[config.mk]
export PLATFORM = sky130hd
export DESIGN_NAME = one_wire_master
export DESIGN_NICKNAME = d
export VERILOG_FILES = /design/src/sv/owm_pkg.sv /design/src/sv/owm_cfg.sv /design/src/sv/owm_seq.sv /design/src/sv/one_wire_master.sv
export SDC_FILE = /design/constraint.sdc
export NUM_CORES = 1
export LEC_CHECK = 0
export ABC_CLOCK_PERIOD_IN_PS = 12100
export BUFFER_PORTS_ARGS = -buffer_cell sky130_fd_sc_hd__buf_2
export CORE_MARGIN = 2
export CORE_UTILIZATION = 40
export CTS_BUF_LIST = sky130_fd_sc_hd__clkbuf_8
export CTS_CLUSTER_SIZE = 20
export DETAILED_ROUTE_END_ITERATION = 12
export PLACE_DENSITY = 0.63
export SLEW_MARGIN = 30
export SYNTH_ARGS = -nofsm -noshare
export SYNTH_HDL_FRONTEND = slang
export SYNTH_SLANG_ARGS = --single-unit
[constraint.sdc]
create_clock -name clk -period 12.1 [get_ports clk]
set_clock_uncertainty 0.1 [all_clocks]
set_input_delay 3.63 -clock clk [delete_from_list [all_inputs] [get_ports clk]]
set_output_delay 3.63 -clock clk [all_outputs]
set_load 0.02 [all_outputs]
[src/sv/owm_pkg.sv]
`default_nettype none
// shared types and constants for the one-wire bus master
package owm_pkg;

	localparam int unsigned REG_W  = 10;
	localparam int unsigned ADDR_W = 5;
	localparam int unsigned DATA_W = 32;
	localparam int unsigned IDX_W  = 3;

	typedef logic [REG_W-1:0] reg_val_t;

	// register indexes
	localparam logic [IDX_W-1:0] REG_RESET_LOW     = 3'd0;
	localparam logic [IDX_W-1:0] REG_RESET_RELEASE = 3'd1;
	localparam logic [IDX_W-1:0] REG_PRES_WAIT     = 3'd2;
	localparam logic [IDX_W-1:0] REG_PRES_LOW      = 3'd3;
	localparam logic [IDX_W-1:0] REG_READ_SAMPLE   = 3'd4;
	localparam logic [IDX_W-1:0] REG_SLOT          = 3'd5;

	// register reset values
	localparam reg_val_t RST_RESET_LOW     = 10'd480;
	localparam reg_val_t RST_RESET_RELEASE = 10'd30;
	localparam reg_val_t RST_PRES_WAIT     = 10'd200;
	localparam reg_val_t RST_PRES_LOW      = 10'd240;
	localparam reg_val_t RST_READ_SAMPLE   = 10'd15;
	localparam reg_val_t RST_SLOT          = 10'd60;

	localparam reg_val_t ONE_TICK = 10'd1;

	typedef enum logic [1:0] {
		KIND_TICK  = 2'd0,
		KIND_RESET = 2'd1,
		KIND_WRITE = 2'd2,
		KIND_READ  = 2'd3
	} kind_t;

	typedef enum logic [3:0] {
		PH_IDLE      = 4'd0,
		PH_RST_LOW   = 4'd1,
		PH_RST_REL   = 4'd2,
		PH_PRES_WAIT = 4'd3,
		PH_PRES_LOW  = 4'd4,
		PH_W_LOW     = 4'd5,
		PH_W_REL     = 4'd6,
		PH_R_LOW     = 4'd7,
		PH_R_REL     = 4'd8,
		PH_R_REC     = 4'd9
	} phase_t;

	typedef struct packed {
		reg_val_t reset_low_ticks;
		reg_val_t reset_release_ticks;
		reg_val_t presence_wait_limit;
		reg_val_t presence_low_limit;
		reg_val_t read_sample_ticks;
		reg_val_t slot_ticks;
	} cfg_t;

	typedef struct packed {
		logic       drive_low;
		logic       busy;
		logic       done;
		logic       presence_error;
		logic [7:0] read_data;
	} res_t;

endpackage
`default_nettype wire

[src/sv/owm_cfg.sv]
`default_nettype none
// apb register file for the one-wire bus master timing registers
module owm_cfg (
	input  wire logic                       clk,
	input  wire logic                       arst_n,
	input  wire logic                       psel,
	input  wire logic                       penable,
	input  wire logic                       pwrite,
	input  wire logic [owm_pkg::ADDR_W-1:0] paddr,
	input  wire logic [owm_pkg::DATA_W-1:0] pwdata,
	output logic      [owm_pkg::DATA_W-1:0] prdata,
	output logic                            pready,
	output owm_pkg::cfg_t                   cfg
);

	owm_pkg::cfg_t                 cfg_q;
	logic [owm_pkg::IDX_W-1:0]     idx;
	logic                          wr_en;
	owm_pkg::reg_val_t             wval;
	owm_pkg::reg_val_t             rval;

	assign idx    = paddr[owm_pkg::ADDR_W-1:2];
	assign wr_en  = psel && penable && pwrite && pready;
	assign wval   = pwdata[owm_pkg::REG_W-1:0];
	assign pready = 1'b1;
	assign cfg    = cfg_q;

	always_ff @(posedge clk or negedge arst_n) begin
		if (!arst_n) begin
			cfg_q.reset_low_ticks     <= owm_pkg::RST_RESET_LOW;
			cfg_q.reset_release_ticks <= owm_pkg::RST_RESET_RELEASE;
			cfg_q.presence_wait_limit <= owm_pkg::RST_PRES_WAIT;
			cfg_q.presence_low_limit  <= owm_pkg::RST_PRES_LOW;
			cfg_q.read_sample_ticks   <= owm_pkg::RST_READ_SAMPLE;
			cfg_q.slot_ticks          <= owm_pkg::RST_SLOT;
		end else if (wr_en) begin
			case (idx)
				owm_pkg::REG_RESET_LOW:     cfg_q.reset_low_ticks     <= wval;
				owm_pkg::REG_RESET_RELEASE: cfg_q.reset_release_ticks <= wval;
				owm_pkg::REG_PRES_WAIT:     cfg_q.presence_wait_limit <= wval;
				owm_pkg::REG_PRES_LOW:      cfg_q.presence_low_limit  <= wval;
				owm_pkg::REG_READ_SAMPLE:   cfg_q.read_sample_ticks   <= wval;
				owm_pkg::REG_SLOT:          cfg_q.slot_ticks          <= wval;
				default: ;
			endcase
		end
	end

	always_comb begin
		case (idx)
			owm_pkg::REG_RESET_LOW:     rval = cfg_q.reset_low_ticks;
			owm_pkg::REG_RESET_RELEASE: rval = cfg_q.reset_release_ticks;
			owm_pkg::REG_PRES_WAIT:     rval = cfg_q.presence_wait_limit;
			owm_pkg::REG_PRES_LOW:      rval = cfg_q.presence_low_limit;
			owm_pkg::REG_READ_SAMPLE:   rval = cfg_q.read_sample_ticks;
			owm_pkg::REG_SLOT:          rval = cfg_q.slot_ticks;
			default:                    rval = '0;
		endcase
		prdata = owm_pkg::DATA_W'(rval);
	end

endmodule
`default_nettype wire

[src/sv/owm_seq.sv]
`default_nettype none
// bus sequencer state and single-beat next-state logic
module owm_seq #(
	parameter int unsigned TICK_COUNT_BITS = 10
) (
	input  wire logic          clk,
	input  wire logic          arst_n,
	input  wire logic          step,
	input  wire logic [1:0]    kind,
	input  wire logic [7:0]    data_byte,
	input  wire logic          line_level,
	input  wire owm_pkg::cfg_t cfg,
	output owm_pkg::res_t      res
);

	localparam int unsigned CW = TICK_COUNT_BITS;
	localparam int unsigned NW = TICK_COUNT_BITS + 1;

	owm_pkg::phase_t   phase_q, phase_d;
	logic [CW-1:0]     count_q, count_d;
	logic [3:0]        bit_idx_q, bit_idx_d;
	logic [7:0]        shift_q, shift_d;
	logic              err_q, err_d;
	logic [7:0]        last_rd_q, last_rd_d;

	owm_pkg::reg_val_t lim;
	logic [CW-1:0]     base;
	logic [NW-1:0]     cnt_inc;
	logic              hit;
	logic              rec_end;
	logic              done;
	logic              bit0;
	logic [3:0]        bit_inc;

	always_ff @(posedge clk or negedge arst_n) begin
		if (!arst_n) begin
			phase_q   <= owm_pkg::PH_IDLE;
			count_q   <= '0;
			bit_idx_q <= '0;
			shift_q   <= '0;
			err_q     <= 1'b0;
			last_rd_q <= '0;
		end else if (step) begin
			phase_q   <= phase_d;
			count_q   <= count_d;
			bit_idx_q <= bit_idx_d;
			shift_q   <= shift_d;
			err_q     <= err_d;
			last_rd_q <= last_rd_d;
		end
	end

	always_comb begin
		bit0    = shift_q[0];
		bit_inc = bit_idx_q + 4'd1;
		case (phase_q)
			owm_pkg::PH_RST_LOW:   lim = cfg.reset_low_ticks;
			owm_pkg::PH_RST_REL:   lim = cfg.reset_release_ticks;
			owm_pkg::PH_PRES_WAIT: lim = line_level ? cfg.presence_wait_limit
			                                        : cfg.presence_low_limit;
			owm_pkg::PH_PRES_LOW:  lim = cfg.presence_low_limit;
			owm_pkg::PH_W_LOW:     lim = bit0 ? owm_pkg::ONE_TICK : cfg.slot_ticks;
			owm_pkg::PH_W_REL:     lim = bit0 ? cfg.slot_ticks : owm_pkg::ONE_TICK;
			owm_pkg::PH_R_REL:     lim = cfg.read_sample_ticks;
			default:               lim = cfg.slot_ticks;
		endcase
		base    = (phase_q == owm_pkg::PH_PRES_WAIT && !line_level) ? '0 : count_q;
		cnt_inc = NW'(base) + NW'(1);
		hit     = cnt_inc >= NW'(lim);
		rec_end = hit || (NW'(count_q) >= NW'(cfg.slot_ticks));

		phase_d   = phase_q;
		count_d   = count_q;
		bit_idx_d = bit_idx_q;
		shift_d   = shift_q;
		err_d     = err_q;
		last_rd_d = last_rd_q;
		done      = 1'b0;

		if (kind != owm_pkg::KIND_TICK) begin
			if (phase_q == owm_pkg::PH_IDLE) begin
				count_d   = '0;
				bit_idx_d = '0;
				case (kind)
					owm_pkg::KIND_RESET: phase_d = owm_pkg::PH_RST_LOW;
					owm_pkg::KIND_WRITE: begin
						shift_d = data_byte;
						phase_d = owm_pkg::PH_W_LOW;
					end
					default: begin
						shift_d = '0;
						phase_d = owm_pkg::PH_R_LOW;
					end
				endcase
			end
		end else begin
			case (phase_q)
				owm_pkg::PH_RST_LOW, owm_pkg::PH_RST_REL: begin
					count_d = hit ? '0 : cnt_inc[CW-1:0];
					if (hit) begin
						phase_d = (phase_q == owm_pkg::PH_RST_LOW) ? owm_pkg::PH_RST_REL
						                                           : owm_pkg::PH_PRES_WAIT;
					end
				end
				owm_pkg::PH_PRES_WAIT: begin
					count_d = hit ? '0 : cnt_inc[CW-1:0];
					if (!line_level) phase_d = owm_pkg::PH_PRES_LOW;
					if (hit) begin
						err_d = 1'b1;
						done  = 1'b1;
					end
				end
				owm_pkg::PH_PRES_LOW: begin
					if (line_level) begin
						err_d = 1'b0;
						done  = 1'b1;
					end else begin
						count_d = hit ? '0 : cnt_inc[CW-1:0];
						if (hit) begin
							err_d = 1'b1;
							done  = 1'b1;
						end
					end
				end
				owm_pkg::PH_W_LOW: begin
					count_d = hit ? '0 : cnt_inc[CW-1:0];
					if (hit) phase_d = owm_pkg::PH_W_REL;
				end
				owm_pkg::PH_W_REL: begin
					count_d = hit ? '0 : cnt_inc[CW-1:0];
					if (hit) begin
						shift_d   = {1'b0, shift_q[7:1]};
						bit_idx_d = bit_inc;
						if (bit_inc >= 4'd8) done = 1'b1;
						else phase_d = owm_pkg::PH_W_LOW;
					end
				end
				owm_pkg::PH_R_LOW: begin
					count_d = CW'(1);
					phase_d = owm_pkg::PH_R_REL;
				end
				owm_pkg::PH_R_REL: begin
					count_d = cnt_inc[CW-1:0];
					if (hit) begin
						shift_d = {line_level, shift_q[7:1]};
						phase_d = owm_pkg::PH_R_REC;
					end
				end
				owm_pkg::PH_R_REC: begin
					if (rec_end) begin
						count_d   = '0;
						bit_idx_d = bit_inc;
						if (bit_inc >= 4'd8) begin
							last_rd_d = shift_q;
							done      = 1'b1;
						end else begin
							phase_d = owm_pkg::PH_R_LOW;
						end
					end else begin
						count_d = cnt_inc[CW-1:0];
					end
				end
				default: phase_d = owm_pkg::PH_IDLE;
			endcase
			if (done) begin
				phase_d = owm_pkg::PH_IDLE;
				count_d = '0;
			end
		end

		res.drive_low      = (phase_d == owm_pkg::PH_RST_LOW) || (phase_d == owm_pkg::PH_W_LOW)
		                  || (phase_d == owm_pkg::PH_R_LOW);
		res.busy           = phase_d != owm_pkg::PH_IDLE;
		res.done           = done;
		res.presence_error = err_d;
		res.read_data      = last_rd_d;
	end

endmodule
`default_nettype wire

[src/sv/one_wire_master.sv]
`default_nettype none
// top level of the one-wire bus master: beat registers, sequencer and registers
//
//  channel | handshake           | payload
//  --------+---------------------+-----------------------------------------------
//  in      | in_valid / in_stall | kind, data_byte, line_level
//  out     | out_valid/out_stall | drive_low, busy_res, done_res, presence_error,
//          |                     | read_data
//  config  | apb                 | paddr, pwdata, prdata
//
//  one beat in and one beat out every cycle while out_stall is low; a result passes
//  through the input register, then the result register after the sequencer
//  reset clears the sequencer to idle and loads the default timing registers
//  out_stall holds the result register; the input register keeps taking beats
//  until it is full, then in_stall rises
module one_wire_master #(
	parameter int unsigned TICK_COUNT_BITS = 10
) (
	input  wire logic                       clk,
	input  wire logic                       arst_n,
	input  wire logic                       in_valid,
	output logic                            in_stall,
	input  wire logic [1:0]                 kind,
	input  wire logic [7:0]                 data_byte,
	input  wire logic                       line_level,
	output logic                            out_valid,
	input  wire logic                       out_stall,
	output logic                            drive_low,
	output logic                            busy_res,
	output logic                            done_res,
	output logic                            presence_error,
	output logic [7:0]                      read_data,
	input  wire logic                       psel,
	input  wire logic                       penable,
	input  wire logic                       pwrite,
	input  wire logic [owm_pkg::ADDR_W-1:0] paddr,
	input  wire logic [owm_pkg::DATA_W-1:0] pwdata,
	output logic      [owm_pkg::DATA_W-1:0] prdata,
	output logic                            pready
);

	owm_pkg::cfg_t cfg;
	owm_pkg::res_t res;

	logic       valid_s1;
	logic [1:0] kind_s1;
	logic [7:0] data_s1;
	logic       line_s1;
	logic       out_valid_q;
	owm_pkg::res_t res_q;
	logic       out_free;
	logic       step;

	assign out_free = !out_valid_q || !out_stall;
	assign step     = valid_s1 && out_free;
	assign in_stall = valid_s1 && !out_free;

	always_ff @(posedge clk or negedge arst_n) begin
		if (!arst_n) begin
			valid_s1    <= 1'b0;
			out_valid_q <= 1'b0;
		end else begin
			if (!in_stall) valid_s1 <= in_valid;
			if (out_free) out_valid_q <= valid_s1;
		end
	end

	always_ff @(posedge clk) begin
		if (in_valid && !in_stall) begin
			kind_s1 <= kind;
			data_s1 <= data_byte;
			line_s1 <= line_level;
		end
		if (step) res_q <= res;
	end

	owm_cfg u_cfg (
		.clk     (clk),
		.arst_n  (arst_n),
		.psel    (psel),
		.penable (penable),
		.pwrite  (pwrite),
		.paddr   (paddr),
		.pwdata  (pwdata),
		.prdata  (prdata),
		.pready  (pready),
		.cfg     (cfg)
	);

	owm_seq #(
		.TICK_COUNT_BITS (TICK_COUNT_BITS)
	) u_seq (
		.clk        (clk),
		.arst_n     (arst_n),
		.step       (step),
		.kind       (kind_s1),
		.data_byte  (data_s1),
		.line_level (line_s1),
		.cfg        (cfg),
		.res        (res)
	);

	assign out_valid      = out_valid_q;
	assign drive_low      = res_q.drive_low;
	assign busy_res       = res_q.busy;
	assign done_res       = res_q.done;
	assign presence_error = res_q.presence_error;
	assign read_data      = res_q.read_data;

endmodule
`default_nettype wire

==> flow_summary_export.csv <==
group,metric,value,unit
run_status,outcome,"completed",
drt,drc_errors,0,
drt,drtIter0Drc,389,
sta,fin_setup_tns,0,ns
logic_synthesis,synth_edf_count,23,
cells_and_area,fin_area,7737,um^2
placement,gp_congestion,0.8676,
logic_synthesis,synth_seq_cells,120,
flow_run,cap_violations,0,
die,io_pins,102,
logic_synthesis,yosysSeqAreaShare,0.4536,
placement,place_area,7311,um^2
clocking,clkTransAtPathRegs,0.07,ns
global_route,grt_pass1_vias,5087,
drt,dr.pass1.iters,5,
worst_setup_path,startpoint,"paddr[4]",
worst_setup_path,crit_chain,"buf_2, nand2b_1, nor2_1, a221o_1, buf_2",
worst_setup_path,slowest_stage,"buf_2",
global_route,gr-usage-met2,0.3042,
cells_and_area,layout.nets,767,
logic_synthesis,synth_most_common_cell,"dfrtp_1",
clocking,cts_buffers,17,
sta,setup_viol,0,
cells_and_area,antennaDiodeCount,0,
placement,place_ws,3.326,ns
clocking,cts_root_buffer,"clkbuf_8",
worst_setup_path,cp_slowest_stage_delay,0.40,ns
sta,post-route-min-period,8.827,ns
clocking,cts-htree-levels,4,
min_path,hold_start,"valid_s1",
logic_synthesis,synth_commonest_cells,"dfrtp_1 (74), mux2_2 (64), nand2_1 (46)",
logic_synthesis,synth_xor_area_frac,0.01389,
sta,maxSlewHeadroom,0.3433,
worst_setup_path,arrival,5.10,ns
min_path,hp-class,"reg2reg",
die,initial_utilization,0.4053,
logic_synthesis,yosys.cell_types.count,69,
cells_and_area,drive_gt1_frac,0.2914,
logic_synthesis,synth_top_area_cell,"dfrtp_1",
logic_synthesis,ys.flop_type,"dfrtp_1",
die,coreArea,17120,um^2
global_route,grt_pass1_wl,26.65,mm
drt,vias,5185,
worst_setup_path,crit_type,"in2out",
power,leakagePower,3.389,nW
clocking,clk_path_buf_depth,2,
logic_synthesis,synth_top_family_by_area,"compound AO/OA/AOI/OAI gates",
sta,worst_slew_pin_slew,0.9797,ns
logic_synthesis,yosys-top-cells-area,"dfrtp_1 (27%), mux2_2 (10%), edfxtp_1 (10%), dfstp_2 (8.7%), ha_1 (4.5%)",
worst_setup_path,cp-end-kind,"output pin",
power,p_per_area,164.6,nW/um^2
drt,wire_per_inst,17.92,um
power,max-vdd-ir-drop,0.09974,mV
sta,slew_violations,0,
global_route,grt_max_degree,62,
logic_synthesis,synthMuxAreaShare,0.1515,
logic_synthesis,synthAdderAreaFrac,0.04509,
die,design.die.area,18410,um^2
logic_synthesis,synth_top_area_share,0.2670,
clocking,insertion_delay,0.46,ns
global_route,antenna_found_initial,1,
worst_setup_path,cp-start-kind,"input port",
logic_synthesis,yosys.area_share.simple,0.1198,
logic_synthesis,synthCells,641,
sta,fin_crit_sh,0.7295,
sta,final-hold-violation-count,0,
sta,max_freq,113.3,MHz
worst_setup_path,critPathTopFamily,"buffers and inverters",
logic_synthesis,async_flop_share,0.8083,
clocking,postCtsHoldBufs,0,
logic_synthesis,syn_area,6937,um^2
global_route,gr-total-overflow,0,
global_route,grt.met3_usage,0.04227,
sta,setup_slack,3.273,ns
clocking,numClockSinks,120,
worst_setup_path,required,8.37,ns
placement,io_buffer_count,54,
cells_and_area,syn_to_final_growth,11.54,%
worst_setup_path,regToRegStartpoint,"u_seq.phase_q[2]",
logic_synthesis,ys_warn_count,0,
clocking,postCtsResizedCells,0,
placement,dp_hpwl,11.58,mm
global_route,grt.total_usage,0.1875,
cells_and_area,final_cells,925,
logic_synthesis,synth_compound_area_frac,0.1560,
worst_setup_path,timing.critical_path.mode_cell,"buf_2",
die,dieWidth,135.7,um
clocking,cts_setup_buffers,0,
drt,routed_wl,16.58,mm
global_route,grt.busiest_layer,"met2",
global_route,grt_use_met1,0.2473,
worst_setup_path,cp_num_buf_inv,2,
logic_synthesis,postSynthAreaPerCell,10.82,um^2
sta,rsz0062_at_grt,"false",
worst_setup_path,worst-path-max-fanout,22,
die,chipHeight,135.7,um
drt,via_per_inst,5.605,
clocking,cts_tree,"built",
placement,post-place-cells,893,
drt,antenna_left,0,
die,row_count,48,
==> flip-flops by register name, summed over array words and instances, names as in the netlist, 4 cells and up <==
signal           count
u_cfg.cfg           60
u_seq.bit_idx_q      4
u_seq.phase_q        4
u_seq.count_q       10
u_seq.shift_q        8
data_s1              8
read_data            8
u_seq.last_rd_q      8
==> cell usage in the layout, fill, tap and decap left out, types with 9 or more instances in the layout <==
cell type  synthesis  routed
mux2i_1           12      12
ha_1              25      25
conb_1             2      23
mux2_2            64      64
edfxtp_1          23      23
a21oi_1           32      32
o21ai_0           32      32
nor2_1            44      43
a22oi_1           10      10
inv_1             25      25
dfstp_2           23      23
a221oi_1          11      11
clkbuf_8           0      17
dfrtp_1           74      74
a22o_1             9       9
a222oi_1          10      10
nand2_1           46      46
nand3_1           14      14
buf_2              3      53
==> stage by stage <==
step           hold slack [ns]  utilization  total power [mW]
6_report                0.3897       0.4520             1.274
5_1_grt                 0.4194       0.4520             1.349
4_1_cts                 0.3927       0.4518             1.280
3_5_place_dp            0.3678       0.4271            0.8883
3_3_place_gp            0.3560       0.4270            0.8758
2_1_floorplan           0.3434            -            0.7972
==> final cells by class <==
class                      instances  area (um^2)
fill                            1594         9379
multi-input combinational        463         3476
sequential                       120         3147
timing repair buffer              60        317.8
tap                              225        281.5
clock buffer                      17        234.0
clock inverter                    15        187.7
inverter                          25        93.84
==> layer usage <==
layer,vias up,part of all wire
met5,-,0
met3,21,0.056
met4,0,0.014
li1,2428,-
met2,167,0.48
met1,2569,0.44
==> logic make-up after synthesis <==
group	Yosys count
and+or+nand+nor	162
AOI/OAI and AO/OA	154
DFF	120
muxes	88
buffers and inverters	79
adders and majority gates	25
xor gates and xnor gates	11
other	2
==> final timing paths <==
path | end | slack (ns) | depth (start not counted)
worst max-delay path | prdata[7] | 3.27 | 5
worst max register to register | u_seq.last_rd_q[6] | 6.67 | 11
worst min register to register | out_valid | 0.39 | 1
worst min-delay path | out_valid | 0.39 | 1
min in group asynchronous | u_cfg.cfg[15] | 3.02 | 1
max in group asynchronous | u_seq.err_q | 7.72 | 2
==> power breakdown <==
group	internal, mW	switching, mW	leakage [nW]
clock	0.207	0.183	0.206
combinational	0.138	0.177	1.77
sequential	0.490	0.0787	1.41
total	0.835	0.439	3.39
Note: power is estimated with default switching activity, not from simulation.
